<file path="src/rtl/core/kdslp_pkg.sv">
// Package for the key debounce unit with short and long press detection.
// Holds sizing defaults, field widths, key phase codes and event codes.
// No dependencies.
`default_nettype none

package kdslp_pkg;

  // defaults for the top-level parameters
  localparam int unsigned NumKeysDefault        = 4;
  localparam int unsigned HoldCountWidthDefault = 8;

  // fixed field widths
  localparam int unsigned KeyLevelsWidth  = 4;
  localparam int unsigned ThresholdWidth  = 8;
  localparam int unsigned PressEventWidth = 2;
  localparam int unsigned EventKeyWidth   = 2;

  localparam logic [ThresholdWidth-1:0] ThresholdReset = ThresholdWidth'(50);

  // per-key phase, one-hot
  typedef enum logic [2:0] {
    PhaseIdle    = 3'b001,
    PhasePending = 3'b010,
    PhaseHeld    = 3'b100
  } key_phase_e;

  typedef enum logic [PressEventWidth-1:0] {
    EventNone  = 2'd0,
    EventShort = 2'd1,
    EventLong  = 2'd2
  } press_event_e;

endpackage : kdslp_pkg

`default_nettype wire

</file>
<file path="src/rtl/core/key_debounce_short_long_press_unit.sv">
// Key debounce unit with short/long press detection, top level.
// Depends on kdslp_pkg.
`default_nettype none

// Usage:
//   Slave stream: one word per scan tick, tdata[3:0] = active-low key levels.
//   Master stream: one word per accepted tick, tdata[1:0] = press event
//   (none, short, long), tdata[3:2] = key that produced it (0 when none).
//   Config channel: cfg_valid_i/cfg_ready_o write the long press threshold
//   (hold ticks at or above which a release is long). Write it while idle.
// Output: the result appears in the cycle after its word is accepted.
// Throughput: one word per cycle while the output is not stalled. The key
//   scan, state update and event decode happen in the accept cycle,
//   straight into the key state and the output register.
// Stall: the output register holds its word while m_axis_tready is low;
//   a new word is still taken in the cycle the held one is drained.
// Reset: all keys idle, hold counts zero, threshold 50, output empty.
//   Config is always ready.
module key_debounce_short_long_press_unit #(
  parameter int unsigned NUM_KEYS         = kdslp_pkg::NumKeysDefault,
  parameter int unsigned HOLD_COUNT_WIDTH = kdslp_pkg::HoldCountWidthDefault
) (
  input  wire logic       clk_i,
  input  wire logic       rst_ni,
  // slave stream, tdata: [3:0] key_levels, [7:4] zero
  input  wire logic       s_axis_tvalid,
  output logic            s_axis_tready,
  input  wire logic [7:0] s_axis_tdata,
  // master stream, tdata: [1:0] press_event, [3:2] event_key, [7:4] zero
  output logic            m_axis_tvalid,
  input  wire logic       m_axis_tready,
  output logic [7:0]      m_axis_tdata,
  // threshold write channel
  input  wire logic       cfg_valid_i,
  output logic            cfg_ready_o,
  input  wire logic [7:0] cfg_data_i
);

  import kdslp_pkg::*;

  localparam int unsigned CmpWidth =
    (HOLD_COUNT_WIDTH > ThresholdWidth) ? HOLD_COUNT_WIDTH : ThresholdWidth;

  logic [ThresholdWidth-1:0] thresh_q;

  key_phase_e                  phase_q [NUM_KEYS];
  key_phase_e                  phase_d [NUM_KEYS];
  logic [HOLD_COUNT_WIDTH-1:0] hold_q  [NUM_KEYS];
  logic [HOLD_COUNT_WIDTH-1:0] hold_d  [NUM_KEYS];

  logic                       out_valid_q;
  press_event_e               event_q, event_d;
  logic [EventKeyWidth-1:0]   key_q, key_d;

  logic                       in_fire;
  logic [NUM_KEYS+KeyLevelsWidth-1:0] levels_ext;
  logic [NUM_KEYS-1:0]        levels;

  assign cfg_ready_o   = 1'b1;
  assign s_axis_tready = !out_valid_q || m_axis_tready;
  assign in_fire       = s_axis_tvalid && s_axis_tready;

  // keys above the input width read as pressed (level 0)
  assign levels_ext = {{NUM_KEYS{1'b0}}, s_axis_tdata[KeyLevelsWidth-1:0]};
  assign levels     = levels_ext[NUM_KEYS-1:0];

  // priority scan: only the first key that is not idle-and-released steps
  always_comb begin
    logic found;
    logic pressed;
    found   = 1'b0;
    event_d = EventNone;
    key_d   = '0;
    for (int k = 0; k < NUM_KEYS; k++) begin
      phase_d[k] = phase_q[k];
      hold_d[k]  = hold_q[k];
      pressed    = !levels[k];
      if (!found) begin
        unique case (phase_q[k])
          PhasePending: begin
            phase_d[k] = pressed ? PhaseHeld : PhaseIdle;
            found      = 1'b1;
          end
          PhaseHeld: begin
            found = 1'b1;
            if (pressed) begin
              if (hold_q[k] != {HOLD_COUNT_WIDTH{1'b1}}) begin
                hold_d[k] = hold_q[k] + 1'b1;
              end
            end else begin
              event_d    = (CmpWidth'(hold_q[k]) >= CmpWidth'(thresh_q)) ?
                           EventLong : EventShort;
              key_d      = EventKeyWidth'(k);
              phase_d[k] = PhaseIdle;
            end
          end
          default: begin
            // idle; an illegal code behaves as idle
            phase_d[k] = PhaseIdle;
            if (pressed) begin
              phase_d[k] = PhasePending;
              hold_d[k]  = '0;
              found      = 1'b1;
            end
          end
        endcase
      end
    end
  end

  always_ff @(posedge clk_i or negedge rst_ni) begin
    if (!rst_ni) begin
      thresh_q    <= ThresholdReset;
      out_valid_q <= 1'b0;
      event_q     <= EventNone;
      key_q       <= '0;
      for (int k = 0; k < NUM_KEYS; k++) begin
        phase_q[k] <= PhaseIdle;
        hold_q[k]  <= '0;
      end
    end else begin
      if (cfg_valid_i) begin
        thresh_q <= cfg_data_i;
      end
      if (in_fire) begin
        out_valid_q <= 1'b1;
        event_q     <= event_d;
        key_q       <= key_d;
        for (int k = 0; k < NUM_KEYS; k++) begin
          phase_q[k] <= phase_d[k];
          hold_q[k]  <= hold_d[k];
        end
      end else if (m_axis_tready) begin
        out_valid_q <= 1'b0;
      end
    end
  end

  assign m_axis_tvalid = out_valid_q;
  assign m_axis_tdata  = {4'b0000, key_q, event_q};

endmodule : key_debounce_short_long_press_unit

`default_nettype wire
</file>
<file path="config.mk">
export PLATFORM = sky130hd
export DESIGN_NAME = key_debounce_short_long_press_unit
export DESIGN_NICKNAME = d
export VERILOG_FILES = /design/src/rtl/core/kdslp_pkg.sv /design/src/rtl/core/key_debounce_short_long_press_unit.sv
export SDC_FILE = /design/constraint.sdc
export NUM_CORES = 1
export LEC_CHECK = 0
export BUFFER_PORTS_ARGS = -buffer_cell sky130_fd_sc_hd__clkbuf_2
export CORE_MARGIN = 2
export CORE_UTILIZATION = 40
export DETAILED_ROUTE_END_ITERATION = 8
export SLEW_MARGIN = 15
export SYNTH_ARGS = -nofsm -noshare
export SYNTH_HDL_FRONTEND = slang
export SYNTH_SLANG_ARGS = --single-unit
</file>
<file path="constraint.sdc">
create_clock -name clk_i -period 3.7 [get_ports clk_i]
set_clock_uncertainty 0.15 [all_clocks]
set_input_delay 1.11 -clock clk_i [delete_from_list [all_inputs] [get_ports clk_i]]
set_output_delay 1.11 -clock clk_i [all_outputs]
set_load 0.005 [all_outputs]
</file>
==> reports/metrics.cfg, run 1 <==
[cts]
cts_tree=yes
cts.sinks=57
htreeDepth=3
clk_latency_ps=340
clockBufferDepth=2
cts_hold_buf=0
numCtsBuffers=9
cts.clk_slew.worst_paths_ps=70
cts_root_buf=clkbuf_8
post-cts-setup-buffer-count=0
cts-resized-gates=0

[synth]
synth_edf_count=0
synth_area_leaders=dfrtp_1, ha_1, o21ai_0, dfstp_2, nand2_1
synthMuxAreaShare_pct=0.943
yosysTopAreaCell=dfrtp_1
ys_seq_area_share_pct=40.0
synth_top_family_by_area=simple AND/OR/NAND/NOR gates
synth.cell_area_um2=3580
yosys.area_share.xor_xnor_pct=4.36
synth_top_flop_cell=dfrtp_1
syn_avg_cell_area_um2=9.16
ys_top_cells_by_count=dfrtp_1, o21ai_0, ha_1
synth-async-reset-ratio_pct=100
synth-adder-area-share_pct=12.6
yosys.area_share.simple_pct=20.5
yosys.cell_count.top_type=dfrtp_1
synthCells=391
yosys.area.top_type_share_pct=34.9
ys.warnings.count=0
synth-compound-area-share_pct=17.2
netlist-cell-type-count=54
ys_ff_latch=57

[placed_design]
dp_hpwl_mm=6.02
place_inst=521
io_buffers=22
gp_congestion=0.785

[floorplan]
core.rowCount=34
initial_utilization_pct=41.1
dieWidth_um=98.7
io_pins=32
die_area_um2=9730
core_um2=8720
die_y_um=98.7

[cells_and_area]
layout-drive-gt1-share_pct=14.7
final_nets=481
nFillCells=852
multi_input_area_um2=2010
fin_cells=537
diodes=0
area_growth_pct=12.4
seqCellArea_um2=1440

[timing]
finalSetupViolations=0
tightest_slew_ps=719
totalNegativeSetupSlack_ps=0
rsz0062_at_grt=no
fin_crit_sh_pct=80.6
finalHoldViolations=0
slew_headroom_pct=52.0
post-route-min-period_ps=2980
finalMaxSlewViolations=0
timing.fmax_ghz=0.335

[global_route]
grt_usage_pct=18.1
grt-ovfl-total=0
grt_antenna_before_repair=0
grt_first_pass_wirelength_mm=14.0
grt_pass1_vias=2845
grt_max_degree=30

[pwr]
peakVddDrop_mv=0.142
p_leak_nw=1.85
p_per_area_nw_per_um2=476

[worst_setup_path]
critPathArrivalTime_ps=3080
r2r-end=hold_q[6]
r2r_cells=6
required_ps=3800
cp-end-kind=flip-flop
critPathMaxFanout=8
ff2ff_setup_slack_ps=870
critPathKind=input port to flip-flop
r2r_start=phase_q[7]
crit_path_start_kind=input port

[drt]
detail_route.first_pass.iterations=4
viasPerCell=5.41
ant_nets=0
wirelength_mm=8.10
detail_route.iter0.violations=123
post-route-drc-count=0
wire_per_inst_um=15.1
vias=2904

[min_path]
hold_depth=1
hold_class=flip-flop to flip-flop
hold_end=phase_q[4]
hp-start=phase_q[4]

[run_status]
outcome=finished, final reports clean

[flow_run]
maxCapViolCount=0

## flip-flops by register name, indices dropped and copies added (netlist names)
name,flops
phase_q,12
event_q,2
key_q,2
thresh_q,8
m_axis_tvalid,1
hold_q,32
## cell usage in the layout (no fill, tap or decap), types with 7 or more instances in the layout
cell	n
nor2_1	35
inv_1	24
nor3_1	8
xor2_1	10
o31ai_1	7
nand2_1	35
a21oi_1	14
buf_4	7
dfstp_2	7
ha_1	36
dfrtp_1	50
nand3_1	19
clkbuf_2	22
nand4_1	8
o21ai_0	37
nand2b_1	14
clkbuf_8	13
## logic make-up (layout without fill, tap and decap cells)
logic type,after synthesis,after routing
simple gates,148,148
compound gates,94,94
mux,3,3
fa+ha+maj,36,36
flops,57,57
buf+inv,34,69
xor+xnor,17,17
other cells,2,5
## critical path: stages
cell and delay [ps]:
clkbuf_2 170, o21ai_2 130, or4_1 650, or3_1 370, or3_4 410, o31ai_1 240
## report_power, final
part / leakage [nW] / switching [mW] / internal (mW) / total (mW)
combinational: 1.02 / 0.272 / 0.215 / 0.487
sequential: 0.734 / 0.120 / 0.737 / 0.857
clock: 0.102 / 0.257 / 0.314 / 0.571
## worst max-delay path by stage
stage                          from        end  slack, ps
floorplan             m_axis_tready  hold_q[5]        490
global route          m_axis_tready  hold_q[6]        620
CTS                 s_axis_tdata[0]  hold_q[6]        740
global placement      m_axis_tready  hold_q[5]        390
finish              s_axis_tdata[0]  hold_q[6]        720
detailed placement  s_axis_tdata[1]  hold_q[6]        350
## stage by stage
| stage | instance area [um^2] | utilization, % | total power, mW | hold slack [ps] | setup slack (ps) |
|---|---|---|---|---|---|
| global route | 4030 | 46.2 | 2.06 | 398 | 620 |
| floorplan | 3590 | - | 1.20 | 314 | 487 |
| CTS | 4030 | 46.2 | 1.93 | 365 | 737 |
| global placement | 3830 | 44.0 | 1.34 | 326 | 386 |
| detailed placement | 3830 | 44.0 | 1.36 | 349 | 349 |
| finish | 4030 | 46.2 | 1.92 | 366 | 719 |
## area by class of cell
| cell class | count | share of cell area, % |
|---|---|---|
| inverter | 24 | 2.24 |
| tap | 108 | 3.36 |
| timing repair buffer | 29 | 4.04 |
| sequential | 57 | 35.6 |
| multi-input combinational | 303 | 50.0 |
| clock inverter | 2 | 0.249 |
| clock buffer | 14 | 4.54 |
## routing by layer
layer	part of all wire (%)	up-vias	global-route usage, %
met1	49	1381	24.3
met3	2.7	11	2.70
met4	1.7	0	6.64
li1	-	1469	-
met5	0	-	0
met2	47	43	29.6
Power figures use the tool's default switching activity.
==> run 2, diff against run 1 <==
- clock period: 3.7 -> 2.6 ns (I/O delays scaled with it)
==> reports/metrics.cfg, run 2 (same netlist as run 1, synthesis figures left out) <==
[worst_setup_path]
worstPathCellList=xnor2_2 -> o211ai_1 -> or4_4 -> or3_1 -> or3_4 -> o41ai_2
r2r_start=phase_q[7]
startpoint=phase_q[7]
critPathKind=flip-flop to flip-flop
crit_slowest_cell=or4_4
required_ps=2690  ; -1110 ps
critPathMaxFanout=5  ; -3
cp_slowest_stage_delay_ps=530  ; -120 ps
critPathArrivalTime_ps=2550  ; -530 ps
cp-end-kind=flip-flop
crit_path_start_kind=flip-flop

[timing]
totalNegativeSetupSlack_ps=0  ; unchanged
fin_crit_sh_pct=94.7
rsz0062_at_grt=no
finalMaxSlewViolations=0  ; unchanged
fin_ws_ps=138  ; -581 ps
slew_headroom_pct=66.4  ; +14 points
tightest_slew_ps=500  ; -219 ps
hold_ws_ps=291  ; -75.6 ps
timing.fmax_ghz=0.406
finalHoldViolations=0  ; unchanged
finalSetupViolations=0  ; unchanged
post-route-min-period_ps=2460

[cts]
numCtsBuffers=9  ; unchanged
cts_root_buf=clkbuf_8
cts-resized-gates=0  ; unchanged
cts_tree=yes
clockBufferDepth=2  ; unchanged
cts_hold_buf=0  ; unchanged
clk_latency_ps=340  ; about the same
cts.sinks=57  ; unchanged
cts.clk_slew.worst_paths_ps=70  ; about the same
post-cts-setup-buffer-count=0  ; unchanged
htreeDepth=3  ; unchanged

[global_route]
grt_first_pass_wirelength_mm=14.2  ; +1.2%
grt_pass1_vias=2962  ; +4.1%
grt-ovfl-total=0  ; unchanged
grt_antenna_before_repair=0  ; unchanged
grt_usage_pct=18.3  ; +0.27 points
grt_max_degree=58  ; +93%

[floorplan]
die_area_um2=9730  ; unchanged
core_um2=8720  ; unchanged
dieWidth_um=98.7  ; unchanged
die_y_um=98.7  ; unchanged
core.rowCount=34  ; unchanged
io_pins=32  ; unchanged
initial_utilization_pct=41.1  ; unchanged

[placed_design]
gp_congestion=0.825  ; +5.2%
pre_cts_ws_ps=-175  ; -524 ps
io_buffers=22  ; unchanged
dp_hpwl_mm=5.99  ; -0.59%
place_area_um2=4030  ; +5.1%

[pwr]
p_seq_share_pct=41.6  ; -3.2 points
p_switching_mw=0.941  ; +45%
p_per_area_nw_per_um2=686  ; +44%
p_int_mw=1.98  ; +56%
combPwrFrac_pct=28.5  ; +3.1 points
swShare_pct=32.3  ; -1.6 points
power_mw=2.92  ; +52%
p_leak_nw=1.99  ; +7.3%
power_frac_clock_pct=29.9  ; about the same
peakVddDrop_mv=0.345  ; +140%

[drt]
wirelength_mm=8.15  ; +0.62%
wire_per_inst_um=14.6  ; -3.5%
viasPerCell=5.37  ; -0.77%
post-route-drc-count=0  ; unchanged
detail_route.iter0.violations=76  ; -38%
detail_route.first_pass.iterations=4  ; unchanged
ant_nets=0  ; unchanged
vias=3005  ; +3.5%

[cells_and_area]
final_nets=504  ; +4.8%
nFillCells=822  ; -3.5%
reg.largest.list=hold_q (32), phase_q (12), thresh_q (8)
layout_commonest_cell=dfrtp_1
largest_reg_flops=32  ; unchanged
layout-drive-gt1-share_pct=19.9  ; +5.2 points
multi_input_area_um2=2040  ; +1.3%
area_growth_pct=18.7
diodes=0  ; unchanged
regMostFlops=hold_q
final_cell_mix=dfrtp_1, o21ai_0, ha_1, nor2_1, nand2_1
stdcell_area_um2=4250  ; +5.6%
seqCellArea_um2=1440  ; unchanged

[min_path]
hold_class=input port to async pin

[flow_run]
maxCapViolCount=0  ; unchanged

[run_status]
outcome=finished, final reports clean

run 2: cell type report:
class / count / share of cell area, %
sequential: 57 / 33.7
timing repair buffer: 52 / 8.18
clock buffer: 14 / 4.06
multi-input combinational: 303 / 47.9
clock inverter: 2 / 0.824
tap: 108 / 3.18
inverter: 24 / 2.12
run 2: power groups by stage:
stage | registers (mW) | logic [mW] | clock network [mW]
after floorplan | 1.18 | 0.536 | 0
after global placement | 1.21 | 0.800 | 0
after detailed placement | 1.22 | 0.821 | 0
after CTS | 1.20 | 0.826 | 0.899
after global routing | 1.24 | 0.958 | 0.936
final | 1.21 | 0.831 | 0.873
run 2: stage by stage:
step / util, % / std cells
floorplan: - / 394
global route: 48.8 / 560
global placement: 46.2 / 544
detailed placement: 46.2 / 544
CTS: 48.6 / 560
finish: 48.8 / 560
run 2: layer usage:
layer | part of all wire [%] | track usage [%]
met1 | 49 | 24.3
met5 | 0 | 0
met3 | 2.3 | 3.40
met2 | 47 | 29.9
met4 | 1.8 | 6.85
run 2: critical path: cells and delay by family (launching register included):
family | cells | cell delay (ps)
compound gates | 2 | 320
flops | 1 | 450
simple gates | 3 | 1240
xor+xnor | 1 | 210
run 2: final timing paths:
path | endpoint | slack (ps) | cells after the start
worst max-delay path | hold_q[7] | 140 | 6
worst min-delay path | hold_q[11] | 290 | 2
worst max register to register | hold_q[7] | 140 | 6
worst min register to register | phase_q[0] | 360 | 2
max in group asynchronous | phase_q[9] | 1690 | 2
min in group clk_i | phase_q[0] | 360 | 2
